==> config.mk <==
export PLATFORM = sky130hd
export DESIGN_NAME = clock_page_replacement
export DESIGN_NICKNAME = d
export VERILOG_FILES = /design/src/crp_pkg.sv /design/src/crp_front.sv /design/src/crp_back.sv /design/src/clock_page_replacement.sv
export SDC_FILE = /design/constraint.sdc
export NUM_CORES = 1
export LEC_CHECK = 0
export BUFFER_PORTS_ARGS = -buffer_cell sky130_fd_sc_hd__clkbuf_2
export CORE_MARGIN = 2
export CORE_UTILIZATION = 45
export DETAILED_ROUTE_END_ITERATION = 10
export PLACE_DENSITY_LB_ADDON = 0.05
export SYNTH_ARGS = -nofsm -noshare
export SYNTH_HDL_FRONTEND = slang
export SYNTH_SLANG_ARGS = --single-unit
==> constraint.sdc <==
create_clock -name clk_i -period 7.3 [get_ports clk_i]
set_input_delay 1.095 -clock clk_i [delete_from_list [all_inputs] [get_ports clk_i]]
set_output_delay 1.095 -clock clk_i [all_outputs]
set_load 0.02 [all_outputs]
==> src/crp_pkg.sv <==
package crp_pkg;

  localparam int unsigned FRAMES_DEF    = 16;
  localparam int unsigned PAGE_BITS_DEF = 20;
  localparam int unsigned SLOT_W        = 4;

  // Value written into a referenced bit when a page is inserted or touched.
  localparam logic PTE_A = 1'b1;

  typedef enum logic [1:0] {
    OP_INSERT    = 2'd0,
    OP_REFERENCE = 2'd1,
    OP_EVICT     = 2'd2,
    OP_NONE      = 2'd3
  } op_e;

  localparam logic [1:0] ST_OK      = 2'd0;
  localparam logic [1:0] ST_FULL    = 2'd1;
  localparam logic [1:0] ST_EMPTY   = 2'd2;
  localparam logic [1:0] ST_MISSING = 2'd3;

  typedef struct packed {
    logic valid;
    op_e  op;
  } cmd_t;

endpackage

==> src/crp_front.sv <==
module crp_front import crp_pkg::*; #(
  parameter int unsigned PAGE_BITS = PAGE_BITS_DEF
) (
  input  logic                 clk_i,
  input  logic                 rst_ni,
  input  logic                 start_i,
  input  logic [1:0]           opcode_i,
  input  logic [PAGE_BITS-1:0] page_number_i,
  output logic                 busy_o,
  input  logic                 pop_i,
  output cmd_t                 cmd_o,
  output logic [PAGE_BITS-1:0] page_o
);

  op_e                 op_dec;
  op_e                 op_mem [2];
  logic [PAGE_BITS-1:0] page_mem [2];
  logic                wr_ptr_q, wr_ptr_d;
  logic                rd_ptr_q, rd_ptr_d;
  logic [1:0]          count_q, count_d;
  logic                push;
  logic                pop;

  always_comb begin
    case (opcode_i)
      OP_INSERT:    op_dec = OP_INSERT;
      OP_REFERENCE: op_dec = OP_REFERENCE;
      OP_EVICT:     op_dec = OP_EVICT;
      default:      op_dec = OP_NONE;
    endcase
  end

  assign busy_o = (count_q == 2'd2);
  assign push   = start_i && !busy_o;
  assign pop    = pop_i && (count_q != 2'd0);

  always_comb begin
    wr_ptr_d = push ? ~wr_ptr_q : wr_ptr_q;
    rd_ptr_d = pop ? ~rd_ptr_q : rd_ptr_q;
    count_d  = count_q + {1'b0, push} - {1'b0, pop};
  end

  always_ff @(posedge clk_i or negedge rst_ni) begin
    if (!rst_ni) begin
      wr_ptr_q <= 1'b0;
      rd_ptr_q <= 1'b0;
      count_q  <= 2'd0;
    end else begin
      wr_ptr_q <= wr_ptr_d;
      rd_ptr_q <= rd_ptr_d;
      count_q  <= count_d;
    end
  end

  always_ff @(posedge clk_i) begin
    if (push) begin
      op_mem[wr_ptr_q]   <= op_dec;
      page_mem[wr_ptr_q] <= page_number_i;
    end
  end

  assign cmd_o.valid = (count_q != 2'd0);
  assign cmd_o.op    = op_mem[rd_ptr_q];
  assign page_o      = page_mem[rd_ptr_q];

endmodule

==> src/crp_back.sv <==
module crp_back import crp_pkg::*; #(
  parameter int unsigned FRAMES    = FRAMES_DEF,
  parameter int unsigned PAGE_BITS = PAGE_BITS_DEF
) (
  input  logic                 clk_i,
  input  logic                 rst_ni,
  input  cmd_t                 cmd_i,
  input  logic [PAGE_BITS-1:0] page_i,
  output logic                 pop_o,
  output logic                 done_o,
  output logic [1:0]           status_o,
  output logic [SLOT_W-1:0]    slot_o,
  output logic [PAGE_BITS-1:0] victim_page_o
);

  localparam int unsigned SW = (FRAMES > 1) ? $clog2(FRAMES) : 1;
  localparam int unsigned CW = $clog2(FRAMES + 1);
  localparam logic [SW-1:0] LAST = SW'(FRAMES - 1);

  localparam logic [2:0] S_IDLE   = 3'd0;
  localparam logic [2:0] S_REF    = 3'd1;
  localparam logic [2:0] S_EVSCAN = 3'd2;
  localparam logic [2:0] S_EVRD   = 3'd3;
  localparam logic [2:0] S_EVOUT  = 3'd4;

  function automatic logic [SW-1:0] next_slot(input logic [SW-1:0] s);
    next_slot = (s == LAST) ? '0 : s + 1'b1;
  endfunction

  function automatic logic [SW-1:0] prev_slot(input logic [SW-1:0] s);
    prev_slot = (s == '0) ? LAST : s - 1'b1;
  endfunction

  logic [2:0]           state_q, state_d;
  logic [FRAMES-1:0]    valid_q, valid_d;
  logic [FRAMES-1:0]    ref_q, ref_d;
  logic [SW-1:0]        hand_q, hand_d;
  logic [CW-1:0]        fill_count_q, fill_count_d;
  logic                 filling_q, filling_d;
  logic [PAGE_BITS-1:0] page_q, page_d;

  logic [SW-1:0]        idx_q, idx_d;
  logic [SW-1:0]        cnt_q, cnt_d;
  logic                 any_q, any_d;
  logic [SW-1:0]        first_q, first_d;
  logic [SW-1:0]        victim_q, victim_d;
  logic                 issuing_q, issuing_d;
  logic                 cmp_vld_q, cmp_vld_d;
  logic                 cmp_last_q, cmp_last_d;
  logic [SW-1:0]        cmp_idx_q, cmp_idx_d;

  logic                 done_q, done_d;
  logic [1:0]           status_q, status_d;
  logic [SW-1:0]        slot_q, slot_d;
  logic [PAGE_BITS-1:0] victim_page_q, victim_page_d;

  logic [PAGE_BITS-1:0] page_mem [FRAMES];
  logic [PAGE_BITS-1:0] mem_q;
  logic                 mem_we;
  logic [SW-1:0]        wr_addr;
  logic [SW-1:0]        rd_addr;

  logic [SW-1:0]        ins_at;
  logic                 ins_full;
  logic                 scan_v;
  logic                 scan_r;
  logic                 any_n;
  logic [SW-1:0]        first_n;
  logic [SW+SLOT_W-1:0] slot_ext;

  assign ins_at   = filling_q ? fill_count_q[SW-1:0] : prev_slot(hand_q);
  assign ins_full = filling_q ? (fill_count_q == CW'(FRAMES)) : valid_q[ins_at];

  assign scan_v  = valid_q[idx_q];
  assign scan_r  = ref_q[idx_q];
  assign any_n   = any_q || scan_v;
  assign first_n = (scan_v && !any_q) ? idx_q : first_q;

  assign rd_addr = (state_q == S_REF) ? idx_q : victim_q;
  assign wr_addr = ins_at;

  always_comb begin
    state_d       = state_q;
    valid_d       = valid_q;
    ref_d         = ref_q;
    hand_d        = hand_q;
    fill_count_d  = fill_count_q;
    filling_d     = filling_q;
    page_d        = page_q;
    idx_d         = idx_q;
    cnt_d         = cnt_q;
    any_d         = any_q;
    first_d       = first_q;
    victim_d      = victim_q;
    issuing_d     = issuing_q;
    cmp_vld_d     = 1'b0;
    cmp_last_d    = 1'b0;
    cmp_idx_d     = idx_q;
    done_d        = 1'b0;
    status_d      = ST_OK;
    slot_d        = '0;
    victim_page_d = '0;
    mem_we        = 1'b0;
    pop_o         = 1'b0;

    case (state_q)
      S_IDLE: begin
        if (cmd_i.valid) begin
          pop_o  = 1'b1;
          page_d = page_i;
          case (cmd_i.op)
            OP_INSERT: begin
              done_d = 1'b1;
              if (ins_full) begin
                status_d = ST_FULL;
              end else begin
                mem_we          = 1'b1;
                valid_d[ins_at] = 1'b1;
                ref_d[ins_at]   = PTE_A;
                slot_d          = ins_at;
                if (filling_q) begin
                  fill_count_d = fill_count_q + 1'b1;
                end
              end
            end
            OP_REFERENCE: begin
              state_d    = S_REF;
              idx_d      = '0;
              issuing_d  = 1'b1;
            end
            OP_EVICT: begin
              state_d = S_EVSCAN;
              idx_d   = hand_q;
              cnt_d   = '0;
              any_d   = 1'b0;
            end
            default: begin
              done_d = 1'b1;
            end
          endcase
        end
      end
      S_REF: begin
        // Reads are issued one slot ahead of the compare on the registered data.
        cmp_vld_d  = issuing_q && valid_q[idx_q];
        cmp_last_d = issuing_q && (idx_q == LAST);
        cmp_idx_d  = idx_q;
        if (issuing_q) begin
          if (idx_q == LAST) begin
            issuing_d = 1'b0;
          end else begin
            idx_d = idx_q + 1'b1;
          end
        end
        if (cmp_vld_q && (mem_q == page_q)) begin
          ref_d[cmp_idx_q] = PTE_A;
          done_d           = 1'b1;
          slot_d           = cmp_idx_q;
          state_d          = S_IDLE;
        end else if (cmp_last_q) begin
          done_d   = 1'b1;
          status_d = ST_MISSING;
          state_d  = S_IDLE;
        end
      end
      S_EVSCAN: begin
        any_d   = any_n;
        first_d = first_n;
        if (scan_v && !scan_r) begin
          victim_d = idx_q;
          state_d  = S_EVRD;
        end else begin
          if (scan_v) begin
            ref_d[idx_q] = 1'b0;
          end
          if (cnt_q == LAST) begin
            // A full turn without a clear bit falls back to the first valid slot.
            if (!any_n) begin
              done_d   = 1'b1;
              status_d = ST_EMPTY;
              state_d  = S_IDLE;
            end else begin
              victim_d = first_n;
              state_d  = S_EVRD;
            end
          end else begin
            idx_d = next_slot(idx_q);
            cnt_d = cnt_q + 1'b1;
          end
        end
      end
      S_EVRD: begin
        state_d = S_EVOUT;
      end
      S_EVOUT: begin
        valid_d[victim_q] = 1'b0;
        ref_d[victim_q]   = 1'b0;
        hand_d            = next_slot(victim_q);
        filling_d         = 1'b0;
        done_d            = 1'b1;
        slot_d            = victim_q;
        victim_page_d     = mem_q;
        state_d           = S_IDLE;
      end
      default: begin
        state_d = S_IDLE;
      end
    endcase
  end

  always_ff @(posedge clk_i or negedge rst_ni) begin
    if (!rst_ni) begin
      state_q      <= S_IDLE;
      valid_q      <= '0;
      ref_q        <= '0;
      hand_q       <= '0;
      fill_count_q <= '0;
      filling_q    <= 1'b1;
      idx_q        <= '0;
      cnt_q        <= '0;
      any_q        <= 1'b0;
      first_q      <= '0;
      victim_q     <= '0;
      issuing_q    <= 1'b0;
      cmp_vld_q    <= 1'b0;
      cmp_last_q   <= 1'b0;
      cmp_idx_q    <= '0;
      done_q       <= 1'b0;
    end else begin
      state_q      <= state_d;
      valid_q      <= valid_d;
      ref_q        <= ref_d;
      hand_q       <= hand_d;
      fill_count_q <= fill_count_d;
      filling_q    <= filling_d;
      idx_q        <= idx_d;
      cnt_q        <= cnt_d;
      any_q        <= any_d;
      first_q      <= first_d;
      victim_q     <= victim_d;
      issuing_q    <= issuing_d;
      cmp_vld_q    <= cmp_vld_d;
      cmp_last_q   <= cmp_last_d;
      cmp_idx_q    <= cmp_idx_d;
      done_q       <= done_d;
    end
  end

  always_ff @(posedge clk_i) begin
    page_q        <= page_d;
    status_q      <= status_d;
    slot_q        <= slot_d;
    victim_page_q <= victim_page_d;
  end

  always_ff @(posedge clk_i) begin
    if (mem_we) begin
      page_mem[wr_addr] <= page_i;
    end
    mem_q <= page_mem[rd_addr];
  end

  assign slot_ext      = {{SLOT_W{1'b0}}, slot_q};
  assign done_o        = done_q;
  assign status_o      = status_q;
  assign slot_o        = slot_ext[SLOT_W-1:0];
  assign victim_page_o = victim_page_q;

  // While the ring first fills, the number of valid slots equals the fill count.
  a_fill_matches_valid: assert property (@(posedge clk_i) disable iff (!rst_ni)
    filling_q |-> ($countones(valid_q) == int'(fill_count_q)))
    else $error("valid slots disagree with the fill count");

  a_fill_bounded: assert property (@(posedge clk_i) disable iff (!rst_ni)
    int'(fill_count_q) <= FRAMES)
    else $error("fill count beyond the ring size");

  a_filling_sticky: assert property (@(posedge clk_i) disable iff (!rst_ni)
    !filling_q |=> !filling_q)
    else $error("filling set again after an eviction");

  a_error_fields_zero: assert property (@(posedge clk_i) disable iff (!rst_ni)
    (done_q && (status_q != ST_OK)) |-> ((slot_q == '0) && (victim_page_q == '0)))
    else $error("error result carries a slot or a page");

  a_one_result_per_pop: assert property (@(posedge clk_i) disable iff (!rst_ni)
    done_q |-> (state_q == S_IDLE))
    else $error("result strobe while a command is still in progress");

endmodule

==> src/clock_page_replacement.sv <==
// Clock (second-chance) page replacement over a ring of FRAMES slots. A command
// is taken when start_i is high and busy_o is low; a two-entry queue holds
// commands while the engine works, so busy_o rises only when that queue is full.
// Each command gives exactly one result, shown for a single cycle with done_o;
// the receiver cannot stall it and must take it in that cycle. After leaving
// the queue, insert and unused opcodes finish in the engine cycle that takes
// the command; reference takes the command, then sweeps the page memory
// sequentially, one read per cycle, comparing each registered read with the
// page; evict takes the command, scans up to FRAMES slots from the hand, one
// slot of the hand scan per cycle, then does one page memory read and the
// write-back. The result appears on the cycle after the engine finishes.
module clock_page_replacement import crp_pkg::*; #(
  parameter int unsigned FRAMES    = FRAMES_DEF,
  parameter int unsigned PAGE_BITS = PAGE_BITS_DEF
) (
  input  logic                 clk_i,
  input  logic                 rst_ni,
  input  logic                 start_i,
  output logic                 busy_o,
  input  logic [1:0]           opcode_i,
  input  logic [PAGE_BITS-1:0] page_number_i,
  output logic                 done_o,
  output logic [1:0]           status_o,
  output logic [SLOT_W-1:0]    slot_o,
  output logic [PAGE_BITS-1:0] victim_page_o
);

  cmd_t                 cmd;
  logic [PAGE_BITS-1:0] cmd_page;
  logic                 pop;

  crp_front #(
    .PAGE_BITS(PAGE_BITS)
  ) u_front (
    .clk_i         (clk_i),
    .rst_ni        (rst_ni),
    .start_i       (start_i),
    .opcode_i      (opcode_i),
    .page_number_i (page_number_i),
    .busy_o        (busy_o),
    .pop_i         (pop),
    .cmd_o         (cmd),
    .page_o        (cmd_page)
  );

  crp_back #(
    .FRAMES    (FRAMES),
    .PAGE_BITS (PAGE_BITS)
  ) u_back (
    .clk_i         (clk_i),
    .rst_ni        (rst_ni),
    .cmd_i         (cmd),
    .page_i        (cmd_page),
    .pop_o         (pop),
    .done_o        (done_o),
    .status_o      (status_o),
    .slot_o        (slot_o),
    .victim_page_o (victim_page_o)
  );

endmodule
Yosys cells after proc, flatten, opt, wreduce, memory -nomap -nowiden
Memories as Yosys holds them, arrays and structs flattened. A register that Yosys moved wholly into a read port is not among the register bits.
Cells that the tools add are included.
Storage, ports and cells
  logic and storage cells: 216
  input bits: 25
  RAM bits: 364
  latch bits: 0
  output and inout port bits: 28
  bits in registers: 120
  bits in read-only memories: 0
  memories: 3
Memory list
  u_back.page_mem: words 16, width 20, read ports 1, clocked after Yosys merged registers in 1, write ports 1, line crp_back.sv:57  | logic [PAGE_BITS-1:0] page_mem [FRAMES];
  u_front.page_mem: words 2, width 20, read ports 1, clocked after Yosys merged registers in 0, write ports 1, line crp_front.sv:17  | logic [PAGE_BITS-1:0] page_mem [2];
  u_front.op_mem: words 2, width 2, read ports 1, clocked after Yosys merged registers in 0, write ports 1, line crp_front.sv:16  | op_e op_mem [2];
Cells by class
  $mul: 0
  add/sub/neg operators: 7
  div/mod/pow operators: 0
  magnitude comparators: 8
  eq/ne operators: 28
  reductions and logical operators: 38
  shift operators: 0
  bitwise operators: 11
  muxes and demuxes: 98
Operators by type and width (number)
  $mux 16: 9
  $mux 4: 22
  $pmux 16 s4: 1
  $and 16x16->16: 3
  $or 16x16->16: 3
  $mux 1: 34
  $not 16->16: 2
  $pmux 16 s2: 1
  $pmux 4 s3: 2
  $eq 20x20->1: 1
  $lt 4x5->1 const B: 4
  $ne 2x2->1 const B: 9
  $demux 1 s4: 4
  $ge 4x1->1 const B: 4
  $mux 2: 8
  $pmux 4 s2: 2
  $mux 3: 5
  $reduce_and 7->1: 2
  $add 4x1->4 const B: 3
  $bmux 1 s4: 3
  $eq 4x4->1 const B: 3
  $pmux 2 s3: 2
  $pmux 3 s4: 1
  $reduce_bool 2->1: 6
  other kinds (31): 56

Longest topological paths before layout
  word-level depth: 12
  depth in mapped cells: 12
  depth with buffers taken out: 10

Modules after synthesis
From an unflattened synthesis, not the netlist that was laid out.
Second synthesis, totals
  cells, all modules: 1253
  area total of the unflattened synthesis: 20582.2 sq um
By module, submodules not included
  crp_back: sequential area each 12883.6 sq um, area each 18706.7 sq um, instances 1, cells an instance 1165
  crp_front: sequential area each 1421.4 sq um, area each 1875.5 sq um, instances 1, cells an instance 88

Least setup slack after synthesis
OpenSTA, ideal clock, no wires.
  path type: reg-to-reg
  start point: register u_back.state_q[2]
  end point: memory u_back.page_mem[11][0] (netlist name) (enable)
  period minus slack after synthesis: 4240 ps
  setup time: 412 ps
  data required time: 6888 ps
  slack: 3060 ps
  data arrival time: 3828 ps
  cell stages (with the launch flop): 8
  buffers on the path: 1
  cell sequence: dfrtp_1 or3_1 nor2_1 nand2_1 a21oi_1 a21bo_2 buf_2 nor4_2
On the way
  word-level cells in the longest chain between the ends: 4
Ends and longest elaborated chain
  from (decl): line crp_back.sv:34  | logic [2:0] state_q, state_d;
  from (signal assigned): line crp_back.sv:230  | state_q <= state_d;
  $logic_not 3->1: line crp_back.sv:106  | case (state_q)
  $mux 1: line crp_back.sv:106
  $mux 1: line crp_back.sv:257  | if (mem_we) begin
  $mux 1 (not written as such): line crp_back.sv:258  | page_mem[wr_addr] <= page_i;
  to (decl): line crp_back.sv:57
No other way between the ends.

Worst setup path after layout
  start point: register u_back.hand_q[0]
  end point: memory u_back.page_mem[11][18] (netlist name) (enable)
On the way
  word-level cells in the longest chain between the ends: 12
  elaborated cells on any way between the ends: 13
  those cells by class: add/sub (1); mux (11); reduce/logical (1)
Ends and longest elaborated chain
  from (decl): line crp_back.sv:37  | logic [SW-1:0] hand_q, hand_d;
  from (signal assigned): line crp_back.sv:233  | hand_q <= hand_d;
  $sub 4x1->4 or $logic_not 4->1 (tied branches): line crp_back.sv:31  | prev_slot = (s == '0) ? LAST : s - 1'b1;
  $mux 4 (*): line crp_back.sv:31
  $mux 4 (*): line crp_back.sv:71  | assign ins_at = filling_q ? fill_count_q[SW-1:0] : prev_slot(hand_q);
  $bmux 1 s4: line crp_back.sv:72  | assign ins_full = filling_q ? (fill_count_q == CW'(FRAMES)) : valid_q[ins_at];
  $mux 1 (not written as such): line crp_back.sv:72
  $mux 1: line crp_back.sv:72
  $mux 1: line crp_back.sv:114  | if (ins_full) begin
  $mux 1: line crp_back.sv:111  | case (cmd_i.op)
  $mux 1: line crp_back.sv:108  | if (cmd_i.valid) begin
  $mux 1: line crp_back.sv:106
  $mux 1: line crp_back.sv:257
  $mux 1 (not written as such): line crp_back.sv:258
Every way passes the cells marked *; elsewhere a longest branch is shown, timed or not. The select of a mux whose other input is x is not followed.

==> metrics.txt <==
status finished clean; highest routed metal layer met4; Post-synth ARST share 14.7%; Period Utilization, post-route 66.9%; most frequent cells in the layout edfxtp_1, nand2_1, mux4_2; worst-skew pair later-pin latency 0.60 ns; Main synth FF type edfxtp_1; layout cells sized above 1 23.1%; Peak Freq 0.205 GHz; Max-cap violations 0; final setup vio count 0; setup TNS 0 ns; CTS tree done; Starting Density 45.8%; commonest non-fill, non-tap cell in the layout edfxtp_1; number of diodes 0; vias per inst 5.87; Sequential Power Share 42.4%; Metal-1 WL 22.3 mm; CP endpoint kind flip-flop; Min Clock Period, post-route 4.89 ns; die area 47000 um^2; R2R depth 10; setup ws final 2.41 ns; DR WL/cell 26.1 um; top cells by area, synth edfxtp_1, mux4_2, dfrtp_1, dfxtp_1, nand2_1; RSZ-0062 raised after global routing no; Syn Nets 1273; PD cells 388 nW/um^2; Worst Path Required 7.56 ns; syn_area_per_cell 16.5 um^2; hold path depth 1; Post-DP HPWL 30.1 mm; first-pass GRT wire length 75.6 mm; Synth Area in XOR/XNOR 1.33%; IO Pins 53; area leader, netlist edfxtp_1; CTS Buf Count 53; crit path max fanout 20; critical path type reg -> reg; Synth Register Bits 504; antenna violations before repair 1; mux contribution to synthesized area 11.9%; Die X 217 um; adder-cell area share of the yosys netlist 1.11%; Gate Count Post-Synth 1230; H-tree levels 2; Design Power 9.03 mW; Final Skew 0.0251 ns; Max-slew headroom 17.2%; pin count of the biggest net entering global routing 81; Worst VDD drop 0.243 mV; Die Y 217 um; DRT Pass-1 Iters 5; initial DRC count 938; fin nets 1339; main combinational cell family by area after synthesis multiplexers; fin util 52.4%; row count 77; fin. max-slew vios 0; grt ovf 0; Area growth, synth to finish 14.4%; switch share 31.4%; Routed Antenna Nets 0; Worst setup SP type flip-flop; CP Data Arrival Time 5.14 ns; CTS Sinks 504; via count 11.4k; clock power share 30.5%; post-cts sizing count 0; met3 wire len 2.56 mm; Root Buffer Master clkbuf_16; Yosys warning total 0; metal2 WL 24.4 mm; Synth Area in Compound Gates 6.65%; Internal Power 6.20 mW; post-synth top area share 56.6%; fillers 3663; maximum root-to-sink buffer count 3; Hold Path Class reg -> reg; CTS Hold Bufs 0; CORE AREA 44400 um^2; DR DRC count 0; Synth cell types 69; total routed wirelength 50.5 mm; pre-CTS setup slack 2.40 ns; Tot GR Track Use 21.9%; Simple-Gate Fraction of Synth Area 6.84%; Clock transition at path regs 0.06 ns; final hold vios 0; number of port buffers 52; RD Place Congestion 0.943; actual slew at the worst max-slew pin 1.24 ns; Post-Syn Area 20400 um^2; final instance area 23300 um^2; number of synthesized flops with an enable pin 384; placed cell areas 21500 um^2; P_leak 8.23 nW; vias in the first global route 11.5k; register area share after synthesis 70.3%; Post-CTS Setup Bufs 0; Psw 2.84 mW; Gate power share 27.1%
Yosys cell counts (3+ instances only):
| master | instances |
|---|---|
| nand2b_1 | 5 |
| inv_1 | 18 |
| mux4_1 | 3 |
| and2_0 | 5 |
| a21o_1 | 16 |
| nand3_1 | 17 |
| nand2_1 | 101 |
| dfrtp_1 | 73 |
| and2_1 | 23 |
| o32a_1 | 3 |
| a31oi_1 | 28 |
| edfxtp_1 | 384 |
| nor2_1 | 40 |
| dfxtp_1 | 46 |
| or3_1 | 3 |
| a21oi_1 | 20 |
| a211oi_1 | 25 |
| and3_1 | 27 |
| mux4_2 | 85 |
| nor3_1 | 8 |
| o21ai_0 | 34 |
| xor2_1 | 10 |
| xnor2_1 | 21 |
| o21a_1 | 3 |
| a22oi_1 | 12 |
| nor2b_1 | 8 |
| buf_2 | 12 |
| clkbuf_1 | 42 |
| a32oi_1 | 15 |
| nor4_2 | 16 |
| mux2_2 | 25 |
| mux2i_1 | 11 |
| buf_1 | 5 |
| ha_1 | 18 |
| nand4_1 | 5 |
| buf_4 | 8 |
| o21ai_1 | 14 |
| o22a_1 | 4 |
cell type report:
class	instances	area, um^2	share of cell area (%)
multi-input combinational	637	5860	25.2
clock buffer	72	1530	6.57
inverter	20	75.1	0.322
clock inverter	28	292	1.25
sequential	504	14300	61.4
timing repair buffer	80	485	2.09
tap	592	741	3.18
power groups by stage:
stage / logic (mW) / clock network [mW] / registers [mW]
floorplan: 1.78 / 0 / 3.76
global placement: 2.46 / 0 / 3.88
detailed placement: 2.47 / 0 / 3.88
CTS: 2.48 / 2.81 / 3.83
global route: 2.67 / 2.93 / 3.86
finish: 2.45 / 2.75 / 3.83
path summary, 6_finish.rpt:
| kind | end | slack, ns | start |
|---|---|---|---|
| min | u_back.fill_count_q[4] | 0.50 | u_back.fill_count_q[4] |
| max in group asynchronous | u_back.cnt_q[2] | 6.00 | rst_ni |
| min in group asynchronous | u_back.ref_q[10] | 0.67 | rst_ni |
| max | u_back.page_mem[11][18] | 2.41 | u_back.hand_q[0] |
| min reg2reg | u_back.fill_count_q[4] | 0.50 | u_back.fill_count_q[4] |
| max reg2reg | u_back.page_mem[11][18] | 2.41 | u_back.hand_q[0] |
sequential cells by signal (all words and copies together), names as in the netlist, 3 cells and up:
register / flops
u_back.victim_q: 4
u_back.first_q: 4
u_back.victim_page_o: 20
u_front.page_mem: 40
u_back.fill_count_q: 5
u_back.page_q: 20
u_front.op_mem: 4
u_back.mem_q: 20
u_back.cmp_idx_d: 4
u_back.state_q: 3
u_back.cmp_idx_q: 4
u_back.cnt_q: 4
u_back.slot_o: 4
u_back.hand_q: 4
u_back.ref_q: 16
u_back.page_mem: 320
u_back.valid_q: 16
stage by stage:
stage | hold WS (ns) | std cells
CTS | 0.505 | 1933
global route | 0.523 | 1933
detailed placement | 0.492 | 1833
floorplan | 0.349 | 1230
finish | 0.500 | 1933
global placement | 0.485 | 1833
cells by family after synthesis:
family	Yosys count
flip-flops	504
multiplexers	126
buffers and inverters	89
AO/OA/AOI/OAI	196
XOR/XNOR	31
adder cells (fa/ha/maj)	18
AND/OR/NAND/NOR	266
routing by layer:
metal | vias up | GRT usage (%)
met5 | - | 0
met4 | 0 | 6.10
met3 | 95 | 3.64
met2 | 337 | 35.5
met1 | 5958 | 30.9
li1 | 4965 | -
critical path, stage by stage (launching register included):
cell	delay, ns
dfrtp_1	0.44
inv_1	0.12
ha_1	0.23
nor2b_1	0.14
o31ai_2	0.30
and2_1	0.88
a311oi_1	0.23
o32a_1	0.39
a21bo_2	0.52
nor4_4	0.82
buf_4	0.46
No activity file was read; power rests on OpenSTA's default activity.
